[src/bti_pkg.sv]
// Shared types and codes for the beam top-k insert/recombine unit.
// No dependencies; used by every module in src/.
package bti_pkg;

    localparam int BEAM_MAX_DEF = 16;

    localparam logic [4:0] BEAM_WIDTH_RST = 5'd16;

    // command codes
    localparam logic [1:0] CMD_CLEAR  = 2'd0;
    localparam logic [1:0] CMD_INSERT = 2'd1;
    localparam logic [1:0] CMD_READ   = 2'd2;

    // result status codes
    localparam logic [2:0] STAT_CLEARED   = 3'd0;
    localparam logic [2:0] STAT_INSERTED  = 3'd1;
    localparam logic [2:0] STAT_REPLACED  = 3'd2;
    localparam logic [2:0] STAT_REJ_FULL  = 3'd3;
    localparam logic [2:0] STAT_REJ_DOM   = 3'd4;
    localparam logic [2:0] STAT_READ_OK   = 3'd5;
    localparam logic [2:0] STAT_READ_EMPTY = 3'd6;

    typedef struct packed {
        logic [1:0]         command;
        logic [7:0]         tag_prev;
        logic [7:0]         tag_cur;
        logic signed [31:0] cand_score;
        logic [3:0]         back_index;
        logic [3:0]         read_slot;
    } in_beat_t;

    typedef struct packed {
        logic [2:0]         status;
        logic [4:0]         entry_count;
        logic [3:0]         position;
        logic [7:0]         out_tag_prev;
        logic [7:0]         out_tag_cur;
        logic signed [31:0] out_score;
        logic [3:0]         out_back_index;
    } out_beat_t;

    // one hypothesis as held by a cell
    typedef struct packed {
        logic [7:0]         tag_prev;
        logic [7:0]         tag_cur;
        logic signed [31:0] score;
        logic [3:0]         back;
    } hyp_t;

    // broadcast to every cell
    typedef struct packed {
        logic eval;    // latch compare flags against the candidate
        logic commit;  // apply insert / shift
        logic found;   // an equivalent entry is being replaced
    } cell_ctrl_t;

    // summary of the cell flags
    typedef struct packed {
        logic found;        // valid entry with same key
        logic full_reject;  // beam full and candidate does not beat the tail
        logic dominated;    // equivalent entry scores at least as high
    } scan_flags_t;

endpackage

[src/bti_cell.sv]
// One beam slot: holds a hypothesis, compares it with the broadcast candidate
// and takes the candidate or its upper neighbor on commit. Uses bti_pkg.
module bti_cell #(
    parameter int IDX_W    = 4,
    parameter int CELL_IDX = 0
) (
    input  logic              clk,
    input  bti_pkg::cell_ctrl_t ctrl,
    input  logic [IDX_W-1:0]  pos,
    input  logic [IDX_W-1:0]  k_idx,
    input  bti_pkg::hyp_t     cand,
    input  bti_pkg::hyp_t     prev,
    output bti_pkg::hyp_t     entry,
    output logic              gt,
    output logic              match
);

    localparam logic [IDX_W-1:0] MY_IDX = IDX_W'(CELL_IDX);

    bti_pkg::hyp_t entry_reg;
    logic          gt_reg;
    logic          match_reg;
    logic          take_cand;
    logic          take_prev;

    assign take_cand = ctrl.commit && (MY_IDX == pos);
    assign take_prev = ctrl.commit && (MY_IDX > pos) && (!ctrl.found || MY_IDX <= k_idx);

    always_ff @(posedge clk)
    begin
        if (ctrl.eval)
        begin
            gt_reg    <= $signed(cand.score) > $signed(entry_reg.score);
            match_reg <= (cand.tag_prev == entry_reg.tag_prev) &&
                         (cand.tag_cur == entry_reg.tag_cur);
        end
        if (take_cand)
        begin
            entry_reg <= cand;
        end
        else if (take_prev)
        begin
            entry_reg <= prev;
        end
    end

    assign entry = entry_reg;
    assign gt    = gt_reg;
    assign match = match_reg;

endmodule

[src/bti_scan.sv]
// Reduces the per-slot flags to the insert decision: landing slot,
// equivalent slot and reject conditions. Uses bti_pkg.
module bti_scan #(
    parameter int BEAM_MAX = 16,
    parameter int IDX_W    = 4,
    parameter int CNT_W    = 5
) (
    input  logic [BEAM_MAX-1:0] gt_vec,
    input  logic [BEAM_MAX-1:0] match_vec,
    input  logic [CNT_W-1:0]    count,
    input  logic [CNT_W-1:0]    w_eff,
    output logic [CNT_W-1:0]    pos,
    output logic [IDX_W-1:0]    k_idx,
    output bti_pkg::scan_flags_t flags
);

    logic [BEAM_MAX-1:0] valid_vec;
    logic [BEAM_MAX-1:0] hit_vec;
    logic [CNT_W-1:0]    count_m1;
    logic                tail_gt;

    always_comb
    begin
        for (int i = 0; i < BEAM_MAX; i++)
        begin
            valid_vec[i] = 32'(i) < 32'(count);
        end
    end

    assign hit_vec  = match_vec & valid_vec;
    assign count_m1 = count - CNT_W'(1);
    assign tail_gt  = gt_vec[IDX_W'(count_m1)];

    // entries are sorted, so the first slot the candidate beats is its place
    always_comb
    begin
        pos   = count;
        k_idx = '0;
        for (int i = BEAM_MAX - 1; i >= 0; i--)
        begin
            if (valid_vec[i] && gt_vec[i])
            begin
                pos = CNT_W'(i);
            end
            if (hit_vec[i])
            begin
                k_idx = IDX_W'(i);
            end
        end
    end

    always_comb
    begin
        flags.found       = |hit_vec;
        flags.full_reject = (count != '0) && (count >= w_eff) && !tail_gt;
        flags.dominated   = (|hit_vec) && !(|(hit_vec & gt_vec));
    end

endmodule

[src/beam_topk_insert_recombine_unit.sv]
// Beam top-k insert/recombine unit: top level with handshake, sequencer and
// the chain of slot cells. Uses bti_pkg, bti_cell and bti_scan.
//
// Keeps one beam of up to BEAM_MAX hypotheses sorted by descending signed
// Q16.16 score, each slot a cell that holds (tag_prev, tag_cur, score,
// back pointer). Commands: clear, insert (with recombination on an equal tag
// pair), read one slot. Every command gives exactly one result beat. An
// item passes through the accept state, an eval state in which every cell
// compares its entry with the candidate in parallel and latches the flags,
// and a commit state in which the flags are reduced to a landing slot and
// each cell loads the candidate, its upper neighbor or keeps its entry. No
// new beat is taken before the last one commits. The result sits in an
// output register; the next beat may be accepted while it waits, and the
// commit only stalls if the previous result is still not taken. beam_width
// is to be written through cfg_wen/cfg_wdata by the user only while the
// unit is idle, which is not enforced. 0 behaves as 1 and values above
// BEAM_MAX as BEAM_MAX. Lowering it shrinks the beam on the next accepted
// insert. Slots at or beyond the entry count read as empty with zero data.
module beam_topk_insert_recombine_unit #(
    parameter int BEAM_MAX = bti_pkg::BEAM_MAX_DEF
) (
    input  logic               clk,
    input  logic               rst_n,
    input  logic               cand_valid,
    output logic               cand_stall,
    input  bti_pkg::in_beat_t  cand_beat,
    output logic               res_valid,
    input  logic               res_stall,
    output bti_pkg::out_beat_t res_beat,
    input  logic               cfg_wen,
    input  logic [4:0]         cfg_wdata
);

    localparam int IDX_W = (BEAM_MAX > 1) ? $clog2(BEAM_MAX) : 1;
    localparam int CNT_W = $clog2(BEAM_MAX + 1);

    // sequencer
    localparam logic [1:0] S_IDLE   = 2'd0;
    localparam logic [1:0] S_EVAL   = 2'd1;
    localparam logic [1:0] S_COMMIT = 2'd2;

    logic [1:0]          state_reg;
    logic [1:0]          state_next;
    bti_pkg::in_beat_t   cand_reg;
    logic [4:0]          beam_width_reg;
    logic [CNT_W-1:0]    count_reg;
    logic [CNT_W-1:0]    count_next;
    logic                res_valid_reg;
    bti_pkg::out_beat_t  res_beat_reg;
    bti_pkg::out_beat_t  res_beat_next;

    logic                in_take;
    logic                out_free;
    logic                do_commit;
    logic                insert_ok;
    logic [CNT_W-1:0]    w_eff;
    logic [CNT_W:0]      n_tmp;
    logic [CNT_W-1:0]    n_new;

    bti_pkg::hyp_t       cand_hyp;
    bti_pkg::hyp_t       entries [BEAM_MAX];
    bti_pkg::hyp_t       rd_entry;
    logic [BEAM_MAX-1:0] gt_vec;
    logic [BEAM_MAX-1:0] match_vec;
    bti_pkg::cell_ctrl_t cell_ctrl;
    logic [CNT_W-1:0]    pos;
    logic [IDX_W-1:0]    k_idx;
    bti_pkg::scan_flags_t scan_flags;
    logic                rd_hit;

    assign in_take   = cand_valid && !cand_stall;
    assign cand_stall = (state_reg != S_IDLE);
    assign out_free  = !res_valid_reg || !res_stall;
    assign do_commit = (state_reg == S_COMMIT) && out_free;

    // effective width, clamped to [1, BEAM_MAX]
    always_comb
    begin
        if (beam_width_reg == 5'd0)
        begin
            w_eff = CNT_W'(1);
        end
        else if (32'(beam_width_reg) > BEAM_MAX)
        begin
            w_eff = CNT_W'(BEAM_MAX);
        end
        else
        begin
            w_eff = CNT_W'(beam_width_reg);
        end
    end

    always_comb
    begin
        case (state_reg)
            S_IDLE:   state_next = in_take ? S_EVAL : S_IDLE;
            S_EVAL:   state_next = S_COMMIT;
            S_COMMIT: state_next = out_free ? S_IDLE : S_COMMIT;
            default:  state_next = S_IDLE;
        endcase
    end

    always_ff @(posedge clk or negedge rst_n)
    begin
        if (!rst_n)
        begin
            state_reg      <= S_IDLE;
            beam_width_reg <= bti_pkg::BEAM_WIDTH_RST;
            count_reg      <= '0;
            res_valid_reg  <= 1'b0;
        end
        else
        begin
            state_reg <= state_next;
            if (cfg_wen)
            begin
                beam_width_reg <= cfg_wdata;
            end
            if (do_commit)
            begin
                count_reg     <= count_next;
                res_valid_reg <= 1'b1;
            end
            else if (res_valid_reg && !res_stall)
            begin
                res_valid_reg <= 1'b0;
            end
        end
    end

    always_ff @(posedge clk)
    begin
        if (in_take)
        begin
            cand_reg <= cand_beat;
        end
        if (do_commit)
        begin
            res_beat_reg <= res_beat_next;
        end
    end

    assign cand_hyp.tag_prev = cand_reg.tag_prev;
    assign cand_hyp.tag_cur  = cand_reg.tag_cur;
    assign cand_hyp.score    = cand_reg.cand_score;
    assign cand_hyp.back     = cand_reg.back_index;

    // slot cells; cell i shifts in cell i-1 when the candidate lands above it
    for (genvar g = 0; g < BEAM_MAX; g++)
    begin : g_cell
        bti_pkg::hyp_t prev_hyp;
        if (g == 0)
        begin : g_head
            assign prev_hyp = cand_hyp;
        end
        else
        begin : g_body
            assign prev_hyp = entries[g-1];
        end
        bti_cell #(
            .IDX_W    (IDX_W),
            .CELL_IDX (g)
        ) u_cell (
            .clk   (clk),
            .ctrl  (cell_ctrl),
            .pos   (IDX_W'(pos)),
            .k_idx (k_idx),
            .cand  (cand_hyp),
            .prev  (prev_hyp),
            .entry (entries[g]),
            .gt    (gt_vec[g]),
            .match (match_vec[g])
        );
    end

    bti_scan #(
        .BEAM_MAX (BEAM_MAX),
        .IDX_W    (IDX_W),
        .CNT_W    (CNT_W)
    ) u_scan (
        .gt_vec    (gt_vec),
        .match_vec (match_vec),
        .count     (count_reg),
        .w_eff     (w_eff),
        .pos       (pos),
        .k_idx     (k_idx),
        .flags     (scan_flags)
    );

    // read port: only slots below the entry count are ever shown
    assign rd_hit   = (32'(cand_reg.read_slot) < 32'(count_reg)) &&
                      (32'(cand_reg.read_slot) < BEAM_MAX);
    assign rd_entry = entries[IDX_W'(cand_reg.read_slot)];

    // accepted insert: recombined entry drops out, count grows only for a
    // new key, then the beam is cut to the width
    assign insert_ok = (cand_reg.command == bti_pkg::CMD_INSERT) &&
                       !scan_flags.full_reject && !scan_flags.dominated;
    assign n_tmp     = scan_flags.found ? {1'b0, count_reg} : {1'b0, count_reg} + (CNT_W+1)'(1);
    assign n_new     = (n_tmp > {1'b0, w_eff}) ? w_eff : n_tmp[CNT_W-1:0];

    always_comb
    begin
        cell_ctrl.eval   = (state_reg == S_EVAL);
        cell_ctrl.commit = do_commit && insert_ok;
        cell_ctrl.found  = scan_flags.found;

        res_beat_next = '0;
        count_next    = count_reg;
        case (cand_reg.command)
            bti_pkg::CMD_CLEAR:
            begin
                count_next           = '0;
                res_beat_next.status = bti_pkg::STAT_CLEARED;
            end
            bti_pkg::CMD_INSERT:
            begin
                if (scan_flags.full_reject)
                begin
                    res_beat_next.status = bti_pkg::STAT_REJ_FULL;
                end
                else if (scan_flags.dominated)
                begin
                    res_beat_next.status = bti_pkg::STAT_REJ_DOM;
                end
                else
                begin
                    count_next = n_new;
                    if (pos >= n_new)
                    begin
                        res_beat_next.status = bti_pkg::STAT_REJ_FULL;
                    end
                    else
                    begin
                        res_beat_next.status   = scan_flags.found ? bti_pkg::STAT_REPLACED
                                                                  : bti_pkg::STAT_INSERTED;
                        res_beat_next.position = 4'(pos);
                    end
                end
            end
            default:
            begin
                // read, and the unused code three
                res_beat_next.position = cand_reg.read_slot;
                if (rd_hit)
                begin
                    res_beat_next.status         = bti_pkg::STAT_READ_OK;
                    res_beat_next.out_tag_prev   = rd_entry.tag_prev;
                    res_beat_next.out_tag_cur    = rd_entry.tag_cur;
                    res_beat_next.out_score      = rd_entry.score;
                    res_beat_next.out_back_index = rd_entry.back;
                end
                else
                begin
                    res_beat_next.status = bti_pkg::STAT_READ_EMPTY;
                end
            end
        endcase
        res_beat_next.entry_count = 5'(count_next);
    end

    assign res_valid = res_valid_reg;
    assign res_beat  = res_beat_reg;

endmodule

[config.mk]
export PLATFORM = sky130hd
export DESIGN_NAME = beam_topk_insert_recombine_unit
export DESIGN_NICKNAME = d
export VERILOG_FILES = /design/src/bti_pkg.sv /design/src/bti_cell.sv /design/src/bti_scan.sv /design/src/beam_topk_insert_recombine_unit.sv
export SDC_FILE = /design/constraint.sdc
export NUM_CORES = 2
export LEC_CHECK = 0
export BUFFER_PORTS_ARGS = -buffer_cell sky130_fd_sc_hd__buf_4
export CAP_MARGIN = 20
export CORE_ASPECT_RATIO = 2
export CORE_MARGIN = 2
export CORE_UTILIZATION = 58
export DETAILED_ROUTE_END_ITERATION = 7
export GPL_ROUTABILITY_DRIVEN = 0
export PLACE_DENSITY = 0.78
export SYNTH_ARGS = -nofsm -noshare
export SYNTH_HDL_FRONTEND = slang
export SYNTH_HIERARCHICAL = 1
export SYNTH_SLANG_ARGS = --single-unit
[constraint.sdc]
create_clock -name clk -period 9 [get_ports clk]
set_input_delay 1.8 -clock clk [delete_from_list [all_inputs] [get_ports clk]]
set_output_delay 1.8 -clock clk [all_outputs]
set_load 0.05 [all_outputs]
==> impl_metrics.ini <==
[setup_path]
worstPathArrival_ns = 7.27
slowest_stage = nand2_4
cpPeakStageDelay_ns = 1.06
required_ns = 9.34
crit_family = simple AND/OR/NAND/NOR gates
endpoint_kind = register
cpMostUsedCell = nand2_4
crit_buf_inv = 2
cp_max_fo = 54
crit_chain = or3_1 -> o31a_4 -> nor3_4 -> nand3_2 -> nor3b_2 -> or3b_1 -> nor2_1 -> nand2_1 -> clkinv_1 -> buf_4 -> nor4bb_1 -> nand2_4 -> nand2_4
reg2reg_depth = 13
r2r-start = count_reg[2]
path_class = reg2reg
r2r_slack_ns = 2.07
start_kind = register
timing.rr.end = g_cell[10].u_cell/entry[10]

[sta]
layout_min_cycle_time_ns = 6.93
tightest_slew_ns = 1.28
setup_violations = 0
fin_skew_ns = 0.0391
hold_violations = 0
timing.fmax_mhz = 144
finalCritPeriodShare_pct = 77.0
setup_tns_ns = 0
rsz0062_at_grt = false
whs_ns = 0.508
slew_headroom_pct = 14.9
report.final.slew_viol_count = 0

[routing]
drc = 16
viasPerCell = 6.82
post_drt_wl_per_cell_um = 32.6
dr.pass1.iters = 8
routed_wl_mm = 216
vias = 45132
ant_nets = 0
drt_iter0_markers = 5406

[synth]
synth-main-ff-cell = edfxtp_1
synth-edff-count = 986
yosys_warnings = 6
synth_seq_cells = 999
synth.distinct_cells = 96
synth-async-reset-ratio_pct = 1.30
syn_area_um2 = 64600
netlist_instances = 4853
avgSynthCellArea_um2 = 13.3
seq_area_frac_synth_pct = 46.3
synth_fp_nets = 5454

[clocking]
path_clk_slew_ns = 0.07
holdBufCountCts = 0
clock_latency_ns = 0.74
htreeDepth = 3
clk_path_buf_depth = 3
numCtsBuffers = 93
root_buffer = clkbuf_16
post_cts_buffers = 0
cts_tree = done
post_cts_resized = 0
clock_sinks = 999

[grt]
antenna_found_initial = 7
grt_pass1_wl_mm = 309
grt_pass1_vias = 45901
grt_max_degree = 128
grt_overflow = 0
groute.usage.overall_pct = 38.1

[floorplan]
core_um2 = 111000
dieArea_um2 = 114000
fp-row-count = 173
start_util_pct = 58.3
ios = 134
die_h_um = 476
dieWidth_um = 240

[finish]
final_cell_mix = edfxtp_1, mux2_2, inv_1
final_common_cell = edfxtp_1
largest_reg_flops = 832
area_delta_synth_final_pct = 10.3
ff_latch_area_um2 = 29900
nets = 5639
fill_cells = 8277
drive_above_1_share_pct = 28.7
multi_input_area_um2 = 32200

[hold_path]
hp-start = beam_width_reg[0]
hold-path-cell-count = 1
holdPathEnd = beam_width_reg[0]
hold_path_class = reg2reg

[pwr]
power.density_nw_per_um2 = 224
ir_worst_vdd_v = 0.000232
leakage_nw = 27.0

[run]
maxCapViolCount = 0

[place]
dpl.hpwl_mm = 148
io_buffers = 133

[run_status]
status = finished with violations
violations = DRC
==> area by class of cell <==
class / count / share of cell area (%)
Multi-Input combinational cell: 3151 / 45.2
Sequential cell: 999 / 42.0
Clock buffer: 114 / 3.41
Timing Repair Buffer: 251 / 2.86
Inverter: 542 / 2.85
Tap cell: 1487 / 2.61
Clock inverter: 61 / 1.03
Antenna cell: 10 / 0.0351
==> how the worst max path moves through the flow <==
stage	endpoint	slack, ns	cells past startpoint	from
after detailed placement	g_cell[10].u_cell/entry[0]	2.28	14	count_reg[0]
after floorplan	g_cell[4].u_cell/entry[0]	0.87	5	res_stall
final	g_cell[10].u_cell/entry[10]	2.07	13	count_reg[2]
after global placement	g_cell[10].u_cell/entry[11]	2.42	14	count_reg[0]
after CTS	g_cell[10].u_cell/entry[3]	2.24	14	count_reg[0]
after global routing	g_cell[10].u_cell/entry[13]	1.83	14	count_reg[3]
==> Yosys cell counts (all sizes together) (36+ instances only) <==
cell type | count | area (um^2)
edfxtp | 986 | 29600
mux2 | 829 | 9340
inv | 541 | 2030
ha | 533 | 6670
mux4 | 264 | 5950
xnor2 | 260 | 2280
a21oi | 223 | 1170
nand4 | 186 | 1160
nand2 | 161 | 607
buf | 125 | 661
o21ai | 94 | 474
nor2b | 76 | 480
a21o | 69 | 518
nand3 | 68 | 345
nor2 | 68 | 258
nor4 | 46 | 324
clkbuf | 36 | 135
==> cells by family (layout without fill, tap and decap cells) <==
logic type               after synthesis  in the layout  share of synthesized area (%)
flip-flops                           999            999                           46.3
multiplexers                        1110           1110                           23.9
buffers and inverters                703            968                           4.38
adder cells (fa/ha/maj)              534            534                           10.3
XOR/XNOR                             262            262                           3.55
other                                  0             10                              0
AND/OR/NAND/NOR                      680            680                           5.87
AO/OA/AOI/OAI                        565            565                           5.63
==> per-stage QoR <==
| stage | worst slack [ns] | instances | power (W) | utilization [%] | instance area, um^2 |
|---|---|---|---|---|---|
| 6_report | 2.07 | 6615 | 0.0159 | 64.3 | 71300 |
| 2_1_floorplan | 0.870 | 4853 | 0.00964 | - | 64600 |
| 3_5_place_dp | 2.28 | 6422 | 0.0115 | 61.3 | 68000 |
| 5_1_grt | 1.83 | 6611 | 0.0165 | 64.3 | 71300 |
| 3_3_place_gp | 2.42 | 6419 | 0.0114 | 61.3 | 67900 |
| 4_1_cts | 2.24 | 6597 | 0.0158 | 64.2 | 71100 |
==> worst register-to-register path, stage by stage (launching register included) <==
cell,delay (ns)
dfrtp_1,0.67
or3_1,0.60
o31a_4,0.38
nor3_4,0.23
nand3_2,0.53
nor3b_2,0.40
or3b_1,0.41
nor2_1,0.38
nand2_1,0.20
clkinv_1,0.09
buf_4,0.33
nor4bb_1,0.52
nand2_4,0.68
nand2_4,1.08
==> layer usage <==
metal	vias up	global-route usage (%)	wire length (um)
met5	-	0.476	103
met4	6	38.2	27500
met3	978	6.76	16800
met2	2707	63.9	106000
met1	22383	39.2	66000
li1	19058	-	-
==> power by group <==
group          leakage [nW]  total (W)  switching [W]  internal [W]
combinational          16.4    0.00553        0.00355       0.00198
sequential             9.11    0.00614       0.000373       0.00577
clock                  1.52    0.00427        0.00193       0.00234
Note: power is estimated with default switching activity, not from simulation.
